<file path="config.mk">
export PLATFORM = sky130hd
export DESIGN_NAME = chacha20_page_offset_randomizer
export DESIGN_NICKNAME = d
export VERILOG_FILES = /design/src/sv/cpor_pkg.sv /design/src/sv/cpor_qr_half.sv /design/src/sv/cpor_core.sv /design/src/sv/cpor_mod.sv /design/src/sv/chacha20_page_offset_randomizer.sv
export VERILOG_INCLUDE_DIRS = /design/src /design/src/sv
export SDC_FILE = /design/constraint.sdc
export NUM_CORES = 2
export LEC_CHECK = 0
export BUFFER_PORTS_ARGS = -buffer_cell sky130_fd_sc_hd__buf_2
export CORE_ASPECT_RATIO = 1.1
export CORE_MARGIN = 5
export CORE_UTILIZATION = 60
export DETAILED_ROUTE_END_ITERATION = 6
export GPL_TIMING_DRIVEN = 0
export PLACE_DENSITY = 0.77
export SYNTH_ARGS = -nofsm -noshare
export SYNTH_HDL_FRONTEND = slang
export SYNTH_SLANG_ARGS = --single-unit
</file>
<file path="constraint.sdc">
create_clock -name clk -period 41.5 [get_ports clk]
set_clock_uncertainty 0.15 [all_clocks]
set_input_delay 6.225 -clock clk [delete_from_list [all_inputs] [get_ports clk]]
set_output_delay 6.225 -clock clk [all_outputs]
set_load 0.05 [all_outputs]
</file>
<file path="src/sv/chacha20_page_offset_randomizer_assert.svh">
// Assertion macros for the page offset randomiser.
// Included by the modules that carry assertions; needs clk and rst_n in scope.
`ifndef CHACHA20_PAGE_OFFSET_RANDOMIZER_ASSERT_SVH
`define CHACHA20_PAGE_OFFSET_RANDOMIZER_ASSERT_SVH
`ifndef ASSERT_OFF
`define CPOR_ASSERT(lbl, prop) \
  lbl: assert property (@(posedge clk) disable iff (!rst_n) prop) \
    else $error("cpor: assertion failed");
`define CPOR_ASSERT_RST(lbl, prop) \
  lbl: assert property (@(posedge clk) prop) \
    else $error("cpor: reset assertion failed");
`else
`define CPOR_ASSERT(lbl, prop)
`define CPOR_ASSERT_RST(lbl, prop)
`endif
`endif

</file>
<file path="src/sv/cpor_pkg.sv">
// Shared types and constants for the page offset randomiser.
// No dependencies; imported by every module of the block.
package cpor_pkg;

  localparam int ADDR_W = 64;
  localparam int WORD_W = 32;
  localparam int IN_W   = 2 * ADDR_W;
  localparam int CFG_W  = 64;
  localparam int CFG_AW = 3;

  // "expand 32-byte k", word 0 in the lowest slot
  localparam logic [3:0][WORD_W-1:0] SIGMA = {
    32'h6b206574, 32'h79622d32, 32'h3320646e, 32'h61707865
  };

  localparam logic [WORD_W-1:0] CTR_RESET = 32'd16;
  localparam logic [WORD_W-1:0] CTR_STEP  = 32'd2;

  typedef enum logic [CFG_AW-1:0] {
    CFG_KEY_01   = 3'd0,
    CFG_KEY_23   = 3'd1,
    CFG_KEY_45   = 3'd2,
    CFG_KEY_67   = 3'd3,
    CFG_NONCE_LO = 3'd4,
    CFG_NONCE_HI = 3'd5
  } cfg_idx_t;

  typedef enum logic [1:0] {
    ST_IDLE,
    ST_KS,
    ST_MOD,
    ST_OUT
  } cpor_state_t;

  typedef struct packed {
    logic start;
  } unit_ctl_t;

  typedef struct packed {
    logic busy;
    logic done;
  } unit_st_t;

endpackage

</file>
<file path="src/sv/cpor_qr_half.sv">
// One half of a ChaCha quarter round: two add-xor-rotate steps.
// Half 0 rotates by 16 and 12, half 1 by 8 and 7. Uses cpor_pkg.
module cpor_qr_half (
  input  logic                      half_i,
  input  logic [cpor_pkg::WORD_W-1:0] a_i,
  input  logic [cpor_pkg::WORD_W-1:0] b_i,
  input  logic [cpor_pkg::WORD_W-1:0] c_i,
  input  logic [cpor_pkg::WORD_W-1:0] d_i,
  output logic [cpor_pkg::WORD_W-1:0] a_o,
  output logic [cpor_pkg::WORD_W-1:0] b_o,
  output logic [cpor_pkg::WORD_W-1:0] c_o,
  output logic [cpor_pkg::WORD_W-1:0] d_o
);
  import cpor_pkg::*;

  logic [WORD_W-1:0] dx;
  logic [WORD_W-1:0] bx;

  always_comb begin
    a_o = a_i + b_i;
    dx  = d_i ^ a_o;
    d_o = half_i ? {dx[23:0], dx[31:24]} : {dx[15:0], dx[31:16]};
    c_o = c_i + d_o;
    bx  = b_i ^ c_o;
    b_o = half_i ? {bx[24:0], bx[31:25]} : {bx[19:0], bx[31:20]};
  end

endmodule

</file>
<file path="src/sv/cpor_core.sv">
// ChaCha block core: 16-word state register and four shared half-round lanes.
// One half quarter round per lane per cycle. Uses cpor_pkg and cpor_qr_half.
module cpor_core #(
  parameter int ROUNDS = 20
) (
  input  logic                             clk,
  input  logic                             rst_n,
  input  cpor_pkg::unit_ctl_t              ctl_i,
  input  logic [7:0][cpor_pkg::WORD_W-1:0] key_i,
  input  logic [cpor_pkg::WORD_W-1:0]      ctr_i,
  input  logic [2:0][cpor_pkg::WORD_W-1:0] nonce_i,
  output cpor_pkg::unit_st_t               st_o,
  output logic [cpor_pkg::ADDR_W-1:0]      low64_o
);
  import cpor_pkg::*;

  localparam int STEPS = 2 * ROUNDS;
  localparam int SW    = $clog2(STEPS);
  localparam logic [SW-1:0] LAST = SW'(STEPS - 1);

  logic [15:0][WORD_W-1:0] w_r, w_nxt;
  logic [SW-1:0]           step_r, step_nxt;
  logic                    busy_r, busy_nxt;
  logic                    done_r, done_nxt;

  logic              diag;
  logic [3:0][1:0]   bi, ci, di;
  logic [3:0][WORD_W-1:0] la, lb, lc, ld, oa, ob, oc, od;

  // bit 0 picks the half, bit 1 the round parity (columns first)
  assign diag = step_r[1];

  for (genvar l = 0; l < 4; l++) begin : g_lane
    assign bi[l] = 2'(l) + {1'b0, diag};
    assign ci[l] = 2'(l) + {diag, 1'b0};
    assign di[l] = 2'(l) + {diag, diag};
    assign la[l] = w_r[{2'b00, 2'(l)}];
    assign lb[l] = w_r[{2'b01, bi[l]}];
    assign lc[l] = w_r[{2'b10, ci[l]}];
    assign ld[l] = w_r[{2'b11, di[l]}];

    cpor_qr_half u_qr (
      .half_i (step_r[0]),
      .a_i    (la[l]),
      .b_i    (lb[l]),
      .c_i    (lc[l]),
      .d_i    (ld[l]),
      .a_o    (oa[l]),
      .b_o    (ob[l]),
      .c_o    (oc[l]),
      .d_o    (od[l])
    );
  end

  always_comb begin
    w_nxt    = w_r;
    step_nxt = step_r;
    busy_nxt = busy_r;
    done_nxt = 1'b0;
    if (ctl_i.start) begin
      w_nxt[3:0]   = SIGMA;
      w_nxt[11:4]  = key_i;
      w_nxt[12]    = ctr_i;
      w_nxt[15:13] = nonce_i;
      step_nxt     = '0;
      busy_nxt     = 1'b1;
    end else if (busy_r) begin
      for (int l = 0; l < 4; l++) begin
        w_nxt[{2'b00, 2'(l)}]  = oa[l];
        w_nxt[{2'b01, bi[l]}] = ob[l];
        w_nxt[{2'b10, ci[l]}] = oc[l];
        w_nxt[{2'b11, di[l]}] = od[l];
      end
      step_nxt = step_r + 1'b1;
      if (step_r == LAST) begin
        busy_nxt = 1'b0;
        done_nxt = 1'b1;
      end
    end
  end

  always_ff @(posedge clk) begin
    w_r <= w_nxt;
    if (!rst_n) begin
      step_r <= '0;
      busy_r <= 1'b0;
      done_r <= 1'b0;
    end else begin
      step_r <= step_nxt;
      busy_r <= busy_nxt;
      done_r <= done_nxt;
    end
  end

  // feed-forward needs only the constant words 0 and 1
  assign low64_o    = {w_r[1] + SIGMA[1], w_r[0] + SIGMA[0]};
  assign st_o.busy = busy_r;
  assign st_o.done = done_r;

endmodule

</file>
<file path="src/sv/cpor_mod.sv">
// Bit-serial restoring remainder: 64-bit dividend, one quotient bit per cycle.
// Divisor must be non-zero at start. Uses cpor_pkg.
module cpor_mod #(
  parameter int DIV_W = 52
) (
  input  logic                        clk,
  input  logic                        rst_n,
  input  cpor_pkg::unit_ctl_t         ctl_i,
  input  logic [cpor_pkg::ADDR_W-1:0] dividend_i,
  input  logic [DIV_W-1:0]            divisor_i,
  output cpor_pkg::unit_st_t          st_o,
  output logic [DIV_W-1:0]            rem_o
);
  import cpor_pkg::*;

  localparam int CW = $clog2(ADDR_W);
  localparam logic [CW-1:0] LAST = CW'(ADDR_W - 1);

  logic [ADDR_W-1:0] dvd_r, dvd_nxt;
  logic [DIV_W-1:0]  div_r, div_nxt;
  logic [DIV_W-1:0]  rem_r, rem_nxt;
  logic [CW-1:0]     cnt_r, cnt_nxt;
  logic              busy_r, busy_nxt;
  logic              done_r, done_nxt;
  logic [DIV_W:0]    trial;

  always_comb begin
    dvd_nxt  = dvd_r;
    div_nxt  = div_r;
    rem_nxt  = rem_r;
    cnt_nxt  = cnt_r;
    busy_nxt = busy_r;
    done_nxt = 1'b0;
    trial    = {rem_r, dvd_r[ADDR_W-1]};
    if (ctl_i.start) begin
      dvd_nxt  = dividend_i;
      div_nxt  = divisor_i;
      rem_nxt  = '0;
      cnt_nxt  = '0;
      busy_nxt = 1'b1;
    end else if (busy_r) begin
      if (trial >= {1'b0, div_r}) begin
        rem_nxt = DIV_W'(trial - {1'b0, div_r});
      end else begin
        rem_nxt = trial[DIV_W-1:0];
      end
      dvd_nxt = {dvd_r[ADDR_W-2:0], 1'b0};
      cnt_nxt = cnt_r + 1'b1;
      if (cnt_r == LAST) begin
        busy_nxt = 1'b0;
        done_nxt = 1'b1;
      end
    end
  end

  always_ff @(posedge clk) begin
    dvd_r <= dvd_nxt;
    div_r <= div_nxt;
    rem_r <= rem_nxt;
    if (!rst_n) begin
      cnt_r  <= '0;
      busy_r <= 1'b0;
      done_r <= 1'b0;
    end else begin
      cnt_r  <= cnt_nxt;
      busy_r <= busy_nxt;
      done_r <= done_nxt;
    end
  end

  assign rem_o      = rem_r;
  assign st_o.busy = busy_r;
  assign st_o.done = done_r;

endmodule

</file>
<file path="src/sv/chacha20_page_offset_randomizer.sv">
// Page offset randomiser. Each input beat carries a base address and a shift limit in
// bytes; the output beat is base + ((chacha_low64 % pages) << PAGE_BITS), mod 2^64,
// where pages = shift_limit >> PAGE_BITS. With zero pages the base passes straight to
// ST_OUT and the output register, and the block counter is left alone. Otherwise the
// block counter (reset 16) is used for one ChaCha block and then advances by 2; the
// block runs in the four half-round lanes, then the remainder unit takes one quotient
// bit per cycle, then the sum goes through ST_OUT to the output register. One item at
// a time; a finished beat may wait at the output while the next input is taken. The
// user must write configuration only while idle; the block does not enforce it.
module chacha20_page_offset_randomizer #(
  parameter int PAGE_BITS = 12,
  parameter int ROUNDS    = 20
) (
  input  logic                        clk,
  input  logic                        rst_n,
  input  logic                        in_tvalid,
  output logic                        in_tready,
  // [63:0] base_address, [127:64] shift_limit
  input  logic [cpor_pkg::IN_W-1:0]   in_tdata,
  output logic                        out_tvalid,
  input  logic                        out_tready,
  // [63:0] placed_address
  output logic [cpor_pkg::ADDR_W-1:0] out_tdata,
  input  logic                        cfg_we,
  input  logic [cpor_pkg::CFG_AW-1:0] cfg_addr,
  input  logic [cpor_pkg::CFG_W-1:0]  cfg_wdata
);
  import cpor_pkg::*;

  `include "chacha20_page_offset_randomizer_assert.svh"

  localparam int DIV_W = ADDR_W - PAGE_BITS;

  cpor_state_t state_r, state_nxt;

  logic [7:0][WORD_W-1:0] key_r;
  logic [2:0][WORD_W-1:0] nonce_r;
  logic [WORD_W-1:0]      ctr_r, ctr_nxt;
  logic [ADDR_W-1:0]      base_r, base_nxt;
  logic [DIV_W-1:0]       pages_r, pages_nxt;
  logic [ADDR_W-1:0]      res_r, res_nxt;
  logic                   out_valid_r, out_valid_nxt;
  logic [ADDR_W-1:0]      out_data_r, out_data_nxt;

  logic [DIV_W-1:0]  pages_in;
  logic              in_acc;
  unit_ctl_t         ks_ctl, md_ctl;
  unit_st_t          ks_st, md_st;
  logic [ADDR_W-1:0] ks_low64;
  logic [DIV_W-1:0]  md_rem;

  assign pages_in = in_tdata[IN_W-1:ADDR_W+PAGE_BITS];
  assign in_acc   = in_tvalid && in_tready;

  // configuration registers
  always_ff @(posedge clk) begin
    if (!rst_n) begin
      key_r   <= '0;
      nonce_r <= '0;
    end else if (cfg_we) begin
      case (cfg_addr)
        CFG_KEY_01:   key_r[1:0]   <= cfg_wdata;
        CFG_KEY_23:   key_r[3:2]   <= cfg_wdata;
        CFG_KEY_45:   key_r[5:4]   <= cfg_wdata;
        CFG_KEY_67:   key_r[7:6]   <= cfg_wdata;
        CFG_NONCE_LO: nonce_r[1:0] <= cfg_wdata;
        CFG_NONCE_HI: nonce_r[2]   <= cfg_wdata[WORD_W-1:0];
        default: ;
      endcase
    end
  end

  cpor_core #(
    .ROUNDS (ROUNDS)
  ) u_core (
    .clk     (clk),
    .rst_n   (rst_n),
    .ctl_i   (ks_ctl),
    .key_i   (key_r),
    .ctr_i   (ctr_r),
    .nonce_i (nonce_r),
    .st_o    (ks_st),
    .low64_o (ks_low64)
  );

  cpor_mod #(
    .DIV_W (DIV_W)
  ) u_mod (
    .clk        (clk),
    .rst_n      (rst_n),
    .ctl_i      (md_ctl),
    .dividend_i (ks_low64),
    .divisor_i  (pages_r),
    .st_o       (md_st),
    .rem_o      (md_rem)
  );

  always_ff @(posedge clk) begin
    base_r     <= base_nxt;
    pages_r    <= pages_nxt;
    res_r      <= res_nxt;
    out_data_r <= out_data_nxt;
    if (!rst_n) begin
      state_r     <= ST_IDLE;
      ctr_r       <= CTR_RESET;
      out_valid_r <= 1'b0;
    end else begin
      state_r     <= state_nxt;
      ctr_r       <= ctr_nxt;
      out_valid_r <= out_valid_nxt;
    end
  end

  always_comb begin
    state_nxt     = state_r;
    ctr_nxt       = ctr_r;
    base_nxt      = base_r;
    pages_nxt     = pages_r;
    res_nxt       = res_r;
    out_valid_nxt = out_valid_r;
    out_data_nxt  = out_data_r;
    in_tready     = 1'b0;
    ks_ctl.start  = 1'b0;
    md_ctl.start  = 1'b0;

    if (out_valid_r && out_tready) begin
      out_valid_nxt = 1'b0;
    end

    case (state_r)
      ST_IDLE: begin
        in_tready = 1'b1;
        if (in_tvalid) begin
          base_nxt  = in_tdata[ADDR_W-1:0];
          pages_nxt = pages_in;
          if (pages_in == '0) begin
            res_nxt   = in_tdata[ADDR_W-1:0];
            state_nxt = ST_OUT;
          end else begin
            // launch captures the current counter; the discarded block is the +1
            ks_ctl.start = 1'b1;
            ctr_nxt      = ctr_r + CTR_STEP;
            state_nxt    = ST_KS;
          end
        end
      end
      ST_KS: begin
        if (ks_st.done) begin
          md_ctl.start = 1'b1;
          state_nxt    = ST_MOD;
        end
      end
      ST_MOD: begin
        if (md_st.done) begin
          res_nxt   = base_r + (ADDR_W'(md_rem) << PAGE_BITS);
          state_nxt = ST_OUT;
        end
      end
      ST_OUT: begin
        if (!out_valid_r || out_tready) begin
          out_valid_nxt = 1'b1;
          out_data_nxt  = res_r;
          state_nxt     = ST_IDLE;
        end
      end
      default: state_nxt = ST_IDLE;
    endcase
  end

  assign out_tvalid = out_valid_r;
  assign out_tdata  = out_data_r;

  `CPOR_ASSERT(a_ks_done_in_ks, ks_st.done |-> (state_r == ST_KS))
  `CPOR_ASSERT(a_md_done_in_mod, md_st.done |-> (state_r == ST_MOD))
  `CPOR_ASSERT(a_ctr_moves_on_launch, !$stable(ctr_r) |-> $past(ks_ctl.start))
  `CPOR_ASSERT(a_bypass_keeps_ctr, (in_acc && (pages_in == '0)) |=> $stable(ctr_r))
  `CPOR_ASSERT_RST(a_reset_clears_out, !rst_n |=> (!out_tvalid && in_tready))

endmodule

</file>
==> key figures, run 1 <==
Run status
  • Status: did not finish
  • Stop stage: 5_1_grt
  • Error msg: [ERROR GRT-0116] Global routing finished with congestion. Check the congestion regions in the DRC Viewer.

Floorplanning
  • Ports: 266
  • Initial core utilization: 0.601
  • Die width: ~360 um
  • Die height: 397 um
  • Site row count: roughly 140

Logic synthesis
  • Share of synthesized registers carrying an async set or reset: 0
  • Synthesized area: 81600 um^2
  • Xor/xnor share of the synthesized area: 0.0806
  • Adder-cell share of the synthesized area: 0.0576
  • Mapped Cells: 8986
  • Main synth FF type: edfxtp_1
  • Post-synth EDFFs: 744
  • Post-synthesis mux area share: 0.101
  • Syn nets: 9556
  • Sequential share of the synthesized area: 0.416
  • Flops & latches, synth: 1326
  • Post-Synth Simple-Gate Area: 0.136
  • Synth unique cells: between 90 and 100
  • Synth Area in Compound Gates: 0.174
  • Syn avg cell area: between 9 and 10 um^2
  • Largest family of logic cells by synthesized area: compound AO/OA/AOI/OAI gates
  • YS warnings: 0

CTS
  • H-tree lvl count: 4
  • Postcts setup bufs: 0
  • CTS Buffer Depth: 3
  • Clock root buffer master: clkbuf_16
  • PostCTS Resize Cnt: 0
  • TritonCTS Sinks: 1326
  • # hold bufs at CTS: 0
  • CTS Buf Count: 142

Place
  • DP Worst Slack: about 27 ns
  • Hpwl dp: 372000 um
  • Routability congestion estimate: 1.43
  • Buffers on Ports: 252

Global route
  • All-Layer GR Usage: 0.744
  • Global route overflow: 757
  • First-pass GRT wire length: 760000 um
  • Largest net degree at the start of global routing: 68
  • Number of global-route vias before repair: 86955
## kinds of logic after synthesis
| group | after synthesis |
|---|---|
| muxes | 782 |
| and+or+nand+nor | 2641 |
| buffers and inverters | 730 |
| AOI/OAI and AO/OA | 2391 |
| xor gates and xnor gates | 746 |
| adders and majority gates | 370 |
| DFF | 1326 |
## metrics by stage
step           hold WS [ns]  utilization  std cells  instance area [um^2]
2_1_floorplan         0.250            -       8986                 81600
3_5_place_dp          0.255        0.632      11065                 85800
4_1_cts               0.263        0.667      11325                 90600
3_3_place_gp          0.251        0.627      11038                 85200
## layer usage
| metal | GRT overflow | track usage |
|---|---|---|
| met1 | 14 | 0.744 |
| met2 | 457 | 0.906 |
| met3 | 15 | 0.614 |
| met4 | 269 | 0.698 |
| met5 | 2 | 0.347 |
## cells in the mapped netlist, drive strengths merged (12+ instances only)
library cell  instances  share of area
a21boi               12         0.0011
a221oi               14         0.0016
inv                 211         0.0097
a31oi                43         0.0033
ha                  360          0.055
mux2i               477          0.059
clkbuf              433          0.020
and3                 45         0.0034
nor4                 22         0.0017
dfxtp               582           0.14
a211oi               58         0.0055
nor3                 68         0.0042
nor2b                42         0.0032
o21a                 65         0.0060
or2                  15         0.0011
nand2b               51         0.0039
xnor2               447          0.048
o31ai                24         0.0022
a22o                 40         0.0043
o211ai               41         0.0038
mux2                299          0.041
xor2                299          0.032
o221ai               17         0.0018
buf                  84         0.0042
o21bai               36         0.0033
edfxtp              744           0.27
o21ai               681          0.042
a21o                235          0.022
nand2              1470          0.068
a211o                14         0.0015
nand3               117         0.0072
a21oi               952          0.059
and2                 31         0.0024
nor2                642          0.030
nand4                61         0.0047
a221o                24         0.0029
or3                  34         0.0026
a22oi                21         0.0019
==> run 2, diff against run 1 <==
- CORE_ASPECT_RATIO: 1.1 -> unset
- CORE_UTILIZATION: 60 -> 40
- PLACE_DENSITY: 0.77 -> unset
- PLACE_DENSITY_LB_ADDON: unset -> 0.15
==> run 2 against run 1 <==
  * The flow now finishes, with violations (DRC, capacitance limit, slew limit)
  * Synthesized cell count is the same
  * Area after synthesis is the same
==> key figures, run 2 <==
Run status
  • Status: complete, but fails checks
  • Failing checks: DRC, capacitance limit, slew limit

Worst setup path
  • Crit-path max FO: 10
  • Top delay family on crit path: buffers and inverters
  • Critical path's slowest cell: buf_1
  • Arr. time, crit path: 16.23 ns
  • Critical path type: flop to flop
  • Crit path buffers/inverters: 9
  • Startpoint types: flop
  • Worst Path Required: 42.03 ns
  • Worst Setup End Kind: flop
  • Reg2Reg Setup Slack: 25.80 ns
  • Crit path launch: u_core.step_r[1]
  • Reg2reg start: u_core.step_r[1]
  • Largest stage delay on the critical path: 1.27 ns

Floorplanning
  • Initial core utilization: 0.403 (-0.198)
  • Die width: 462 um (+28%)
  • Die ar.: 213000 um^2
  • Core area: 203000 um^2
  • Die height: 462 um (+16%)
  • Site row count: 165 (+16%)
  • Ports: 266 (unchanged)

Logic synthesis
  • Synth Area in Compound Gates: 0.174 (unchanged)
  • Syn nets: 9556 (unchanged)
  • Cell taking the most area after synthesis: edfxtp_1
  • Synth unique cells: 99 (unchanged)
  • Post-synth EDFFs: 744 (unchanged)
  • Flops & latches, synth: 1326 (unchanged)
  • Xor/xnor share of the synthesized area: 0.0806 (unchanged)
  • Mapped Cells: 8986 (unchanged)
  • Leading cell types by count after synthesis: nand2_1, a21oi_1, edfxtp_1, nor2_1, o21ai_0
  • Sequential share of the synthesized area: 0.416 (unchanged)
  • Syn avg cell area: 9.08 um^2 (unchanged)
  • YS warnings: 0 (unchanged)
  • Largest family of logic cells by synthesized area: compound AO/OA/AOI/OAI gates
  • Post-synthesis mux area share: 0.101 (unchanged)
  • Main synth FF type: edfxtp_1
  • Synth area leaders: edfxtp_1, dfxtp_1, nand2_1
  • Adder-cell share of the synthesized area: 0.0576 (unchanged)
  • Post-Synth Simple-Gate Area: 0.136 (unchanged)
  • Synth top area share: 0.274 (unchanged)
  • Share of synthesized registers carrying an async set or reset: 0 (unchanged)
  • Synthesized area: 81600 um^2 (unchanged)
  • Most frequent cell after synthesis: nand2_1

CTS
  • CTS Buf Count: 156 (+9.9%)
  • Clock root buffer master: clkbuf_16
  • Clock transition at path regs: 0.06 ns
  • Worst skew pair latency: 0.94 ns
  • # hold bufs at CTS: 0 (unchanged)
  • PostCTS Resize Cnt: 0 (unchanged)
  • CTS tree: yes
  • Postcts setup bufs: 0 (unchanged)
  • TritonCTS Sinks: 1326 (unchanged)
  • CTS Buffer Depth: 3 (unchanged)
  • H-tree lvl count: 4 (unchanged)

Place
  • Hpwl dp: 475000 um (+28%)
  • Placed cell count: 12002 (+8.5%)
  • Routability congestion estimate: 1.23 (-14%)
  • Buffers on Ports: 252 (unchanged)
  • DP Worst Slack: 26.78 ns (-0.330 ns)

Timing
  • Total Neg Setup Slack: 0 ns
  • Final period util: 0.378
  • Setup ws final: 25.80 ns
  • Final Hold Viols: 0
  • Count of final setup violators: 0
  • F_max: 63.7 MHz
  • Worst-margin pin slew: approximately 1.8 ns
  • RSZ-0062 raised after global routing: false
  • Slew Viols, Final: 388
  • Minimum period implied by the final worst setup slack: 15.70 ns
  • Worst rel slew slack: -0.196

Min path
  • HP Start: pages_r[51]
  • Min-delay worst type: flop to flop

Cells and area
  • Fin cells: between 10000 and 15000
  • Layout cell share with drive strength beyond 1: 0.120
  • Commonest non-fill, non-tap cell in the layout: nand2_1
  • Most frequent cells in the layout: nand2_1, a21oi_1, edfxtp_1
  • Max FFs per register: approximately 380
  • Area Growth Syn to Fin: 15.3%
  • NumNets Final: slightly above 10000
  • Register bank with the most flops: u_core.w_r

Global route
  • Initial antenna violation count: 185
  • Number of global-route vias before repair: about 75000
  • Largest net degree at the start of global routing: 65
  • First-pass GRT wire length: around 740000 um
  • Global route overflow: 0
  • All-Layer GR Usage: 0.539

Drt
  • Routed wire per std cell: 47.7 um
  • Drt first pass iters: 7
  • Initial DRC count: ~14000
  • Total routed wirelength: 592000 um
  • Via density: between 6 and 7
  • DRC: 13
  • Vias: 83840
  • DRT antenna net count: 0

Run
  • Max_cap viols: 54
[run 2: cells by family (layout without fill, tap and decap cells)]
logic type / after synthesis / count (layout)
xor gates and xnor gates: 746 / 746
other: 0 / 112
buffers and inverters: 730 / 1368
adders and majority gates: 370 / 370
and+or+nand+nor: 2641 / 2641
DFF: 1326 / 1326
AOI/OAI and AO/OA: 2391 / 2391
muxes: 782 / 782
[run 2: layout make-up]
cell class,instances,area [um^2]
diodes,112,280
plain buffers,517,2090
clock buffers,203,4400
clock inverters,87,1010
fillers,19100,108000
inverters,213,800
multi-input cells,6930,45300
flip-flops and latches,1326,34000
well taps,2672,3340
repair buffers,348,2890
[run 2: layer usage]
metal	track usage	part of all wire
met5	0.0346	0.0024
met4	0.528	0.12
met3	0.302	0.15
met2	0.721	0.38
met1	0.584	0.34
[run 2: stage by stage]
stage                     cell area [um^2]  hold slack, ns   util
after floorplan                      81600           0.250      -
after global placement               86200           0.251  0.426
after detailed placement             88300           0.255  0.436
after CTS                            93700           0.250  0.463
after global routing                 93900           0.262  0.464
final                                94200           0.252  0.465
[run 2: final timing paths]
path / to / cells past startpoint
max reg2reg: u_core.w_r[171] / 33
min reg2reg: u_mod.div_r[51] / 0
min: u_mod.div_r[51] / 0
max: u_core.w_r[171] / 33
Power of run 2 is left out: the tool's default activity adds up to more than one toggle a clock period on the data nets, which glitch-free logic cannot reach.
